$ cat config.mk
export PLATFORM = sky130hd
export DESIGN_NAME = catmull_rom_curve_sampler
export DESIGN_NICKNAME = d
export VERILOG_FILES = /design/src/sv/crcs_pkg.sv /design/src/sv/crcs_horner.sv /design/src/sv/catmull_rom_curve_sampler.sv
export SDC_FILE = /design/constraint.sdc
export NUM_CORES = 2
export LEC_CHECK = 0
export BUFFER_PORTS_ARGS = -buffer_cell sky130_fd_sc_hd__buf_4
export CAP_MARGIN = 15
export CORE_UTILIZATION = 40
export CTS_BUF_LIST = sky130_fd_sc_hd__clkbuf_4 sky130_fd_sc_hd__clkbuf_8
export DETAILED_ROUTE_END_ITERATION = 10
export PLACE_DENSITY_LB_ADDON = 0.25
export SYNTH_ARGS = -nofsm -noshare
export SYNTH_HDL_FRONTEND = slang
export SYNTH_SLANG_ARGS = --single-unit
$ cat constraint.sdc
create_clock -name clk -period 42.2 [get_ports clk]
set_clock_uncertainty 0.05 [all_clocks]
set_input_delay 2.11 -clock clk [delete_from_list [all_inputs] [get_ports clk]]
set_output_delay 2.11 -clock clk [all_outputs]
set_load 0.05 [all_outputs]
$ cat src/sv/crcs_pkg.sv
// ----------------------------------------------------------------------------
// crcs_pkg
// shared types, codes and step tables of the catmull-rom curve sampler
// ----------------------------------------------------------------------------
`default_nettype none

package crcs_pkg;

    // configuration register indexes (byte address bit 2)
    localparam logic REG_SAMPLES = 1'b0;
    localparam logic REG_CLOSED  = 1'b1;

    localparam logic [4:0] SAMPLES_RESET = 5'd20;

    typedef enum logic [3:0] {
        ST_IDLE,
        ST_X0,
        ST_X1,
        ST_X2,
        ST_Y0,
        ST_Y1,
        ST_Y2,
        ST_PUT,
        ST_ECHO
    } crcs_state_t;

    typedef enum logic [1:0] {
        HS_FIRST,
        HS_MID,
        HS_LAST
    } crcs_hstep_t;

    typedef struct packed {
        logic        en;
        crcs_hstep_t step;
    } crcs_hctl_t;

    // floor(65536 / n)
    function automatic logic [16:0] crcs_step_q(input logic [4:0] n);
        logic [16:0] q;
        unique case (n)
            5'd1:    q = 17'd65536;
            5'd2:    q = 17'd32768;
            5'd3:    q = 17'd21845;
            5'd4:    q = 17'd16384;
            5'd5:    q = 17'd13107;
            5'd6:    q = 17'd10922;
            5'd7:    q = 17'd9362;
            5'd8:    q = 17'd8192;
            5'd9:    q = 17'd7281;
            5'd10:   q = 17'd6553;
            5'd11:   q = 17'd5957;
            5'd12:   q = 17'd5461;
            5'd13:   q = 17'd5041;
            5'd14:   q = 17'd4681;
            5'd15:   q = 17'd4369;
            5'd16:   q = 17'd4096;
            5'd17:   q = 17'd3855;
            5'd18:   q = 17'd3640;
            5'd19:   q = 17'd3449;
            5'd20:   q = 17'd3276;
            5'd21:   q = 17'd3120;
            default: q = 17'd0;
        endcase
        return q;
    endfunction

    // 65536 mod n
    function automatic logic [4:0] crcs_step_r(input logic [4:0] n);
        logic [4:0] r;
        unique case (n)
            5'd3, 5'd5, 5'd15, 5'd17: r = 5'd1;
            5'd7, 5'd14:              r = 5'd2;
            5'd13:                    r = 5'd3;
            5'd6, 5'd12:              r = 5'd4;
            5'd19:                    r = 5'd5;
            5'd10:                    r = 5'd6;
            5'd9:                     r = 5'd7;
            5'd11:                    r = 5'd9;
            5'd18, 5'd20, 5'd21:      r = 5'd16;
            default:                  r = 5'd0;
        endcase
        return r;
    endfunction

endpackage

`default_nettype wire

$ cat src/sv/crcs_horner.sv
// ----------------------------------------------------------------------------
// crcs_horner
// shared horner unit: one q16 multiply-add per cycle while ctrl.en is set, rounded sample output
// ----------------------------------------------------------------------------
`default_nettype none

module crcs_horner #(
    parameter int CW = 16
) (
    input  wire logic                     clk,
    input  wire crcs_pkg::crcs_hctl_t     ctrl,
    input  wire logic signed [CW-1:0]     p1,
    input  wire logic signed [CW-1:0]     p2,
    input  wire logic signed [CW-1:0]     p3,
    input  wire logic signed [CW-1:0]     p4,
    input  wire logic        [16:0]       t,
    output logic signed      [CW-1:0]     sample
);
    import crcs_pkg::*;

    localparam int CF = CW + 4;
    localparam int AW = CW + 21;
    localparam int PW = AW + 18;
    localparam int VW = AW - 16;

    logic signed [CF-1:0] e1, e2, e3, e4;
    logic signed [CF-1:0] c0, c1, c2, c3, cadd;
    logic signed [AW-1:0] acc_reg, acc_next, opnd;
    logic signed [PW-1:0] prod, rnd;
    logic signed [AW:0]   fin;
    logic signed [VW-1:0] v;

    localparam logic signed [VW-1:0] VMAX = VW'((64'sd1 <<< (CW - 1)) - 64'sd1);
    localparam logic signed [VW-1:0] VMIN = VW'(-(64'sd1 <<< (CW - 1)));

    always_comb
    begin
        e1 = CF'(p1);
        e2 = CF'(p2);
        e3 = CF'(p3);
        e4 = CF'(p4);
        c0 = e2 <<< 1;
        c1 = e3 - e1;
        c2 = (e1 <<< 1) - (e2 <<< 2) - e2 + (e3 <<< 2) - e4;
        c3 = (e2 <<< 1) + e2 - (e3 <<< 1) - e3 + e4 - e1;
        unique case (ctrl.step)
            HS_FIRST: cadd = c2;
            HS_MID:   cadd = c1;
            default:  cadd = c0;
        endcase
        if (ctrl.step == HS_FIRST)
            opnd = {AW'(c3) <<< 16};
        else
            opnd = acc_reg;
        prod     = PW'(opnd) * $signed({1'b0, t});
        rnd      = prod + PW'(32768);
        acc_next = {AW'(cadd) <<< 16} + rnd[AW+15:16];
        fin      = AW'(acc_reg) + (AW+1)'(65536);
        v        = fin[AW:17];
        if (v > VMAX)
            sample = VMAX[CW-1:0];
        else if (v < VMIN)
            sample = VMIN[CW-1:0];
        else
            sample = v[CW-1:0];
    end

    always_ff @(posedge clk)
    begin
        if (ctrl.en)
            acc_reg <= acc_next;
    end

endmodule

`default_nettype wire

$ cat src/sv/catmull_rom_curve_sampler.sv
// ----------------------------------------------------------------------------
// catmull_rom_curve_sampler
// uniform catmull-rom curve sampler over a stream of control points
// each sample runs on the one shared horner multiplier (x then y)
// a point producing s samples holds off the input until its last sample is put out, s <= 63
// a first sample goes out through states x0, x1, x2, y0, y1, y2 and put; an echo point through echo
// reset clears the window, point count, sequencer and output valid at once
// ----------------------------------------------------------------------------
`default_nettype none

module catmull_rom_curve_sampler #(
    parameter int COORD_BITS  = 16,
    parameter int MAX_SAMPLES = 21
) (
    input  wire logic clk,
    input  wire logic rst_n,
    input  wire logic psel,
    input  wire logic penable,
    input  wire logic pwrite,
    input  wire logic [2:0] paddr,
    input  wire logic [31:0] pwdata,
    output logic [31:0] prdata,
    output logic pready,
    input  wire logic s_axis_tvalid,
    output logic s_axis_tready,
    // point_x, point_y
    input  wire logic [((2*COORD_BITS+7)/8)*8-1:0] s_axis_tdata,
    input  wire logic s_axis_tlast,
    output logic m_axis_tvalid,
    input  wire logic m_axis_tready,
    // curve_x, curve_y
    output logic [((2*COORD_BITS+7)/8)*8-1:0] m_axis_tdata,
    output logic m_axis_tlast
);
    import crcs_pkg::*;

    localparam int CW  = COORD_BITS;
    localparam int PTW = 2 * COORD_BITS;
    localparam int DW  = ((2 * COORD_BITS + 7) / 8) * 8;

    crcs_state_t state_reg, state_next;
    logic [4:0] samples_reg, samples_next;
    logic closed_reg, closed_next;
    logic [PTW-1:0] win_reg [3];
    logic [PTW-1:0] win_next [3];
    logic [PTW-1:0] first_reg [3];
    logic [PTW-1:0] first_next [3];
    logic [PTW-1:0] seq_reg [7];
    logic [PTW-1:0] seq_next [7];
    logic [1:0] seen_reg, seen_next;
    logic [2:0] nseg_reg, nseg_next;
    logic echo_reg, echo_next;
    logic [PTW-1:0] pt_reg, pt_next;
    logic [4:0] nsamp_reg, nsamp_next;
    logic [4:0] k_reg, k_next;
    logic [16:0] t_reg, t_next;
    logic [4:0] r_reg, r_next;
    logic [5:0] cnt_reg, cnt_next;
    logic [CW-1:0] resx_reg, resx_next;
    logic m_valid_reg, m_valid_next;
    logic [DW-1:0] m_data_reg, m_data_next;
    logic m_last_reg, m_last_next;

    crcs_hctl_t hctl;
    logic use_y;
    logic signed [CW-1:0] hp1, hp2, hp3, hp4, sample;
    logic [PTW-1:0] pin;
    logic [4:0] neff;
    logic [5:0] rsum;
    logic out_free, last_k, cap, cfg_wr;

    assign pready  = 1'b1;
    assign cfg_wr  = psel & penable & pwrite;
    assign prdata  = (paddr[2] == REG_CLOSED) ? {31'd0, closed_reg} : {27'd0, samples_reg};
    assign pin     = s_axis_tdata[PTW-1:0];
    assign out_free = !m_valid_reg || m_axis_tready;
    assign last_k  = (k_reg == nsamp_reg - 5'd1);
    assign cap     = (cnt_reg == 6'd62);
    assign rsum    = {1'b0, r_reg} + {1'b0, crcs_step_r(nsamp_reg)};

    assign s_axis_tready = (state_reg == ST_IDLE);
    assign m_axis_tvalid = m_valid_reg;
    assign m_axis_tdata  = m_data_reg;
    assign m_axis_tlast  = m_last_reg;

    always_comb
    begin
        if (samples_reg == 5'd0)
            neff = 5'd1;
        else if (samples_reg > 5'(MAX_SAMPLES))
            neff = 5'(MAX_SAMPLES);
        else
            neff = samples_reg;
    end

    always_comb
    begin
        hp1 = use_y ? seq_reg[0][PTW-1:CW] : seq_reg[0][CW-1:0];
        hp2 = use_y ? seq_reg[1][PTW-1:CW] : seq_reg[1][CW-1:0];
        hp3 = use_y ? seq_reg[2][PTW-1:CW] : seq_reg[2][CW-1:0];
        hp4 = use_y ? seq_reg[3][PTW-1:CW] : seq_reg[3][CW-1:0];
    end

    crcs_horner #(
        .CW (CW)
    ) u_horner (
        .clk    (clk),
        .ctrl   (hctl),
        .p1     (hp1),
        .p2     (hp2),
        .p3     (hp3),
        .p4     (hp4),
        .t      (t_reg),
        .sample (sample)
    );

    always_comb
    begin
        state_next   = state_reg;
        samples_next = samples_reg;
        closed_next  = closed_reg;
        win_next     = win_reg;
        first_next   = first_reg;
        seq_next     = seq_reg;
        seen_next    = seen_reg;
        nseg_next    = nseg_reg;
        echo_next    = echo_reg;
        pt_next      = pt_reg;
        nsamp_next   = nsamp_reg;
        k_next       = k_reg;
        t_next       = t_reg;
        r_next       = r_reg;
        cnt_next     = cnt_reg;
        resx_next    = resx_reg;
        m_valid_next = m_valid_reg && !m_axis_tready;
        m_data_next  = m_data_reg;
        m_last_next  = m_last_reg;
        hctl.en      = 1'b0;
        hctl.step    = HS_FIRST;
        use_y        = 1'b0;

        if (cfg_wr)
        begin
            if (paddr[2] == REG_SAMPLES)
                samples_next = pwdata[4:0];
            else
                closed_next = pwdata[0];
        end

        unique case (state_reg)
            ST_IDLE:
            begin
                if (s_axis_tvalid)
                begin
                    nsamp_next = neff;
                    k_next     = 5'd0;
                    t_next     = 17'd0;
                    r_next     = neff >> 1;
                    cnt_next   = 6'd0;
                    pt_next    = pin;
                    nseg_next  = 3'd0;
                    echo_next  = 1'b0;
                    for (int i = 0; i < 7; i++)
                        seq_next[i] = pin;
                    if (!closed_reg)
                    begin
                        echo_next = s_axis_tlast;
                        if (seen_reg == 2'd1)
                        begin
                            seq_next[0] = win_reg[2];
                            seq_next[1] = win_reg[2];
                            nseg_next   = s_axis_tlast ? 3'd1 : 3'd0;
                        end
                        else if (seen_reg != 2'd0)
                        begin
                            seq_next[0] = (seen_reg == 2'd2) ? win_reg[1] : win_reg[0];
                            seq_next[1] = win_reg[1];
                            seq_next[2] = win_reg[2];
                            nseg_next   = s_axis_tlast ? 3'd2 : 3'd1;
                        end
                    end
                    else
                    begin
                        if (seen_reg == 2'd1)
                        begin
                            seq_next[0] = win_reg[2];
                            seq_next[1] = win_reg[2];
                            nseg_next   = s_axis_tlast ? 3'd1 : 3'd0;
                        end
                        else if (seen_reg == 2'd2)
                        begin
                            seq_next[0] = win_reg[1];
                            seq_next[1] = win_reg[2];
                            seq_next[3] = first_reg[0];
                            seq_next[4] = first_reg[1];
                            nseg_next   = s_axis_tlast ? 3'd3 : 3'd0;
                        end
                        else if (seen_reg == 2'd3)
                        begin
                            seq_next[0] = win_reg[0];
                            seq_next[1] = win_reg[1];
                            seq_next[2] = win_reg[2];
                            seq_next[4] = first_reg[0];
                            seq_next[5] = first_reg[1];
                            seq_next[6] = first_reg[2];
                            nseg_next   = s_axis_tlast ? 3'd4 : 3'd1;
                        end
                    end
                    if (s_axis_tlast)
                    begin
                        for (int i = 0; i < 3; i++)
                        begin
                            win_next[i]   = '0;
                            first_next[i] = '0;
                        end
                        seen_next = 2'd0;
                    end
                    else
                    begin
                        win_next[0] = win_reg[1];
                        win_next[1] = win_reg[2];
                        win_next[2] = pin;
                        if (seen_reg != 2'd3)
                        begin
                            first_next[seen_reg] = pin;
                            seen_next = seen_reg + 2'd1;
                        end
                    end
                    if (nseg_next != 3'd0)
                        state_next = ST_X0;
                    else if (echo_next)
                        state_next = ST_ECHO;
                end
            end
            ST_X0:
            begin
                hctl.en    = 1'b1;
                state_next = ST_X1;
            end
            ST_X1:
            begin
                hctl.en    = 1'b1;
                hctl.step  = HS_MID;
                state_next = ST_X2;
            end
            ST_X2:
            begin
                hctl.en    = 1'b1;
                hctl.step  = HS_LAST;
                state_next = ST_Y0;
            end
            ST_Y0:
            begin
                resx_next  = sample;
                use_y      = 1'b1;
                hctl.en    = 1'b1;
                state_next = ST_Y1;
            end
            ST_Y1:
            begin
                use_y      = 1'b1;
                hctl.en    = 1'b1;
                hctl.step  = HS_MID;
                state_next = ST_Y2;
            end
            ST_Y2:
            begin
                use_y      = 1'b1;
                hctl.en    = 1'b1;
                hctl.step  = HS_LAST;
                state_next = ST_PUT;
            end
            ST_PUT:
            begin
                if (out_free)
                begin
                    m_valid_next = 1'b1;
                    m_data_next  = DW'({sample, resx_reg});
                    m_last_next  = cap || (last_k && nseg_reg == 3'd1 && !echo_reg);
                    cnt_next     = cnt_reg + 6'd1;
                    if (cap)
                        state_next = ST_IDLE;
                    else if (last_k)
                    begin
                        if (nseg_reg == 3'd1)
                            state_next = echo_reg ? ST_ECHO : ST_IDLE;
                        else
                        begin
                            for (int i = 0; i < 6; i++)
                                seq_next[i] = seq_reg[i+1];
                            nseg_next  = nseg_reg - 3'd1;
                            k_next     = 5'd0;
                            t_next     = 17'd0;
                            r_next     = nsamp_reg >> 1;
                            state_next = ST_X0;
                        end
                    end
                    else
                    begin
                        k_next = k_reg + 5'd1;
                        if (rsum >= {1'b0, nsamp_reg})
                        begin
                            r_next = 5'(rsum - {1'b0, nsamp_reg});
                            t_next = t_reg + crcs_step_q(nsamp_reg) + 17'd1;
                        end
                        else
                        begin
                            r_next = rsum[4:0];
                            t_next = t_reg + crcs_step_q(nsamp_reg);
                        end
                        state_next = ST_X0;
                    end
                end
            end
            ST_ECHO:
            begin
                if (out_free)
                begin
                    m_valid_next = 1'b1;
                    m_data_next  = DW'(pt_reg);
                    m_last_next  = 1'b1;
                    state_next   = ST_IDLE;
                end
            end
            default:
            begin
                state_next = ST_IDLE;
            end
        endcase
    end

    always_ff @(posedge clk or negedge rst_n)
    begin
        if (!rst_n)
        begin
            state_reg   <= ST_IDLE;
            samples_reg <= SAMPLES_RESET;
            closed_reg  <= 1'b0;
            seen_reg    <= 2'd0;
            m_valid_reg <= 1'b0;
            for (int i = 0; i < 3; i++)
            begin
                win_reg[i]   <= '0;
                first_reg[i] <= '0;
            end
        end
        else
        begin
            state_reg   <= state_next;
            samples_reg <= samples_next;
            closed_reg  <= closed_next;
            seen_reg    <= seen_next;
            m_valid_reg <= m_valid_next;
            win_reg     <= win_next;
            first_reg   <= first_next;
        end
    end

    always_ff @(posedge clk)
    begin
        seq_reg    <= seq_next;
        nseg_reg   <= nseg_next;
        echo_reg   <= echo_next;
        pt_reg     <= pt_next;
        nsamp_reg  <= nsamp_next;
        k_reg      <= k_next;
        t_reg      <= t_next;
        r_reg      <= r_next;
        cnt_reg    <= cnt_next;
        resx_reg   <= resx_next;
        m_data_reg <= m_data_next;
        m_last_reg <= m_last_next;
    end

`ifndef NO_ASSERTIONS
    a_cnt_cap: assert property (@(posedge clk) disable iff (!rst_n)
        (state_reg != ST_IDLE) |-> (cnt_reg <= 6'd62))
        else $error("result count past cap");

    a_last_ends: assert property (@(posedge clk) disable iff (!rst_n)
        (state_reg == ST_PUT && out_free && m_last_next) |=> (state_reg == ST_IDLE))
        else $error("last sample did not end the request");

    a_nsamp_range: assert property (@(posedge clk) disable iff (!rst_n)
        (state_reg == ST_PUT) |-> (nsamp_reg != 5'd0 && nsamp_reg <= 5'(MAX_SAMPLES)
            && k_reg < nsamp_reg))
        else $error("sample index out of range");

    a_accept_next: assert property (@(posedge clk) disable iff (!rst_n)
        (s_axis_tvalid && s_axis_tready) |=>
            (state_reg == ST_IDLE || state_reg == ST_X0 || state_reg == ST_ECHO))
        else $error("bad state after request");
`endif

endmodule

`default_nettype wire
==> flow_metrics.tcl <==
set metrics [dict create \
    hold_violations 0 \
    synth_edf_count 384 \
    setup_viol 0 \
    clockBufferDepth 3 \
    vias 44183 \
    ys_seq_area_share_pct 28.1 \
    place.port_buffers 85 \
    worstMarginPinSlew_ns 1.15 \
    criticalPathCategory "register to register" \
    rr_startpoint "state_reg[3]$_DFFE_PN0P_" \
    core_mm2 0.146 \
    num_rows 140 \
    hold_buffers 0 \
    ios 143 \
    synthFlopType "edfxtp_1" \
    yosys_warnings 0 \
    cts.sinks 589 \
    gr-total-overflow 0 \
    grt_max_degree 213 \
    maxCapViolations 0 \
    end_kind "register" \
    ff2ff_setup_slack_ns 25.90 \
    min_path_cells 2 \
    cts_resized 0 \
    outcome "finished clean" \
    clk_latency_ns 0.83 \
    slew_headroom_pct 22.3 \
    critPathBufInv 7 \
    grt_pass1_wl_mm 267 \
    worstHoldStart "win_reg[87]$_DFFE_PN0P_" \
    rsz0062_at_grt "false" \
    firstDrtPassIters 6 \
    cp_top_family "adder cells" \
    fillCellCount 14126 \
    grt_usage_pct 22.8 \
    syn_to_final_growth_pct 7.87 \
    synth_area_mm2 0.0592 \
    slowest_delay_ns 0.70 \
    reg2reg_to "u_horner.acc_reg[36]$_DFFE_PP_" \
    post_cts_buffers 0 \
    hpwl_mm 122 \
    die-height_um 387 \
    hp-class "register to register" \
    cp_slowest_cell "nor4b_1" \
    slew_violations 0 \
    avgViaCountPerCell 5.38 \
    crit_path_frequent_cell "fa_1" \
    place.gp.congestion 0.888 \
    drt_iter0_drc 2886 \
    cp_max_fo 34 \
    grt_pass1_vias 45504 \
    startpoint_type "register" \
    wl_mm 170 \
    fin_crit_sh_pct 38.6 \
    cts_tree "built" \
    synth_cell_types 87 \
    fin_tns_setup_ns 0 \
    required_ns 42.72 \
    largest_reg_flops 224 \
    antenna_found_initial 7 \
    cts_buffers 101 \
    clk_pin_slew_ns 0.07 \
    post_drt_wl_per_cell_um 20.6 \
    reg2regPathDepth 54 \
    finalCriticalPeriod_ns 16.30 \
    crit_arrival_ns 16.82 \
    die_w_um 387 \
    ant_nets 0 \
    syn_avg_cell_area_um2 9.37 \
    synth_seq_cells 589 \
    drc 0 \
    max_clock_freq_mhz 61.3 \
    ys_async_sr_fraction_pct 34.8 \
    fp.dieArea_mm2 0.150 \
    drive_above_1_share_pct 7.64 \
    syn_inst 6318 \
    cts_root_buf "clkbuf_8" \
    min_to "win_reg[87]$_DFFE_PN0P_" \
    final_nets 7275 \
    start_util_pct 40.5 \
    cts_max_level 3 \
]
[synth_stat cells (18+ instances only)]
library cell	count	share of area, %
nor3_1	48	0.41
a21oi_1	269	2.3
xor2_1	69	1.0
dfrtp_1	203	8.6
nand3b_1	105	1.3
nor2b_1	81	0.86
mux2i_1	181	3.1
a22o_1	121	1.8
nand2_1	1006	6.4
clkbuf_1	344	2.2
nand3_1	47	0.40
a21o_1	54	0.68
o21ai_1	36	0.30
ha_1	311	6.6
xnor2_1	111	1.6
inv_1	856	5.4
nand2b_1	47	0.50
fa_1	679	23
buf_4	28	0.36
buf_1	39	0.25
nor2_1	264	1.7
o221ai_1	40	0.59
or3_1	18	0.19
o211ai_1	52	0.66
edfxtp_1	384	19
o21bai_1	22	0.28
a211oi_1	45	0.57
and3_1	115	1.2
and2_1	196	2.1
o21ai_0	304	2.6
mux2_2	60	1.1
o21a_1	26	0.33
[area by class of cell]
type                    instances  area, um^2  share of cell area [%]
well taps                    1917        2400                    3.76
clock buffers                 148        1850                    2.90
inverters                     857        3220                    5.05
flip-flops and latches        589       16700                    26.1
repair buffers                177        1350                    2.11
clock inverters                43         423                   0.662
multi-input cells            4484       37900                    59.4
diodes                          2        5.00                 0.00784
[worst max path at each step]
stage / startpoint / to / cells after the start
finish: state_reg[3]$_DFFE_PN0P_ / u_horner.acc_reg[36]$_DFFE_PP_ / 54
CTS: state_reg[3]$_DFFE_PN0P_ / u_horner.acc_reg[36]$_DFFE_PP_ / 54
detailed placement: state_reg[3]$_DFFE_PN0P_ / u_horner.acc_reg[36]$_DFFE_PP_ / 54
floorplan: m_axis_tready / nseg_reg[0]$_DFFE_PP_ / 3
global route: state_reg[3]$_DFFE_PN0P_ / u_horner.acc_reg[36]$_DFFE_PP_ / 55
global placement: state_reg[3]$_DFFE_PN0P_ / u_horner.acc_reg[36]$_DFFE_PP_ / 54
[worst min-delay path, stage by stage, from the launching register on]
cell	delay (ns)
dfrtp_1	0.35
nand2_1	0.05
nand2_1	0.05
[routing by layer]
layer / vias up / GRT usage (%) / share of wire [%]
met5: - / 0 / 0.014
met4: 4 / 6.99 / 2.9
met3: 245 / 3.02 / 5.0
met2: 1127 / 39.2 / 49
met1: 22340 / 29.7 / 43
li1: 20467 / - / -
[cell families after synthesis]
family	share of synthesized area, %
AOI/OAI and AO/OA	11.7
other	0.0127
adders and majority gates	29.5
buffers and inverters	8.24
DFF	28.1
xor gates and xnor gates	2.70
and+or+nand+nor	15.5
muxes	4.20
[through the flow]
stage | cells | utilization [%] | hold slack [ns] | worst slack, ns | instance area [um^2]
2_1_floorplan | 6344 | - | 0.389 | 19.09 | 59300
3_3_place_gp | 8023 | 42.1 | 0.404 | 25.36 | 61600
3_5_place_dp | 8023 | 42.1 | 0.410 | 25.23 | 61600
4_1_cts | 8214 | 43.6 | 0.425 | 25.23 | 63800
5_1_grt | 8216 | 43.7 | 0.447 | 25.10 | 63900
6_report | 8217 | 43.7 | 0.424 | 25.90 | 63900
[placed cells by master (no fill, tap or decap), types with 46 or more instances in the layout]
master / n
nand2_1: 1001
inv_1: 855
fa_1: 679
edfxtp_1: 384
ha_1: 307
o21ai_0: 303
a21oi_1: 268
nor2_1: 259
dfrtp_1: 202
and2_1: 194
mux2i_1: 181
buf_4: 175
a22o_1: 121
clkbuf_8: 118
and3_1: 114
xnor2_1: 111
nand3b_1: 105
nor2b_1: 80
xor2_1: 69
mux2_2: 60
a21o_1: 54
o211ai_1: 52
nand2b_1: 47
nand3_1: 46
nor3_1: 46
Power is left out: the tool's default activity adds up to more than one toggle a clock period on the data nets, which glitch-free logic cannot reach.
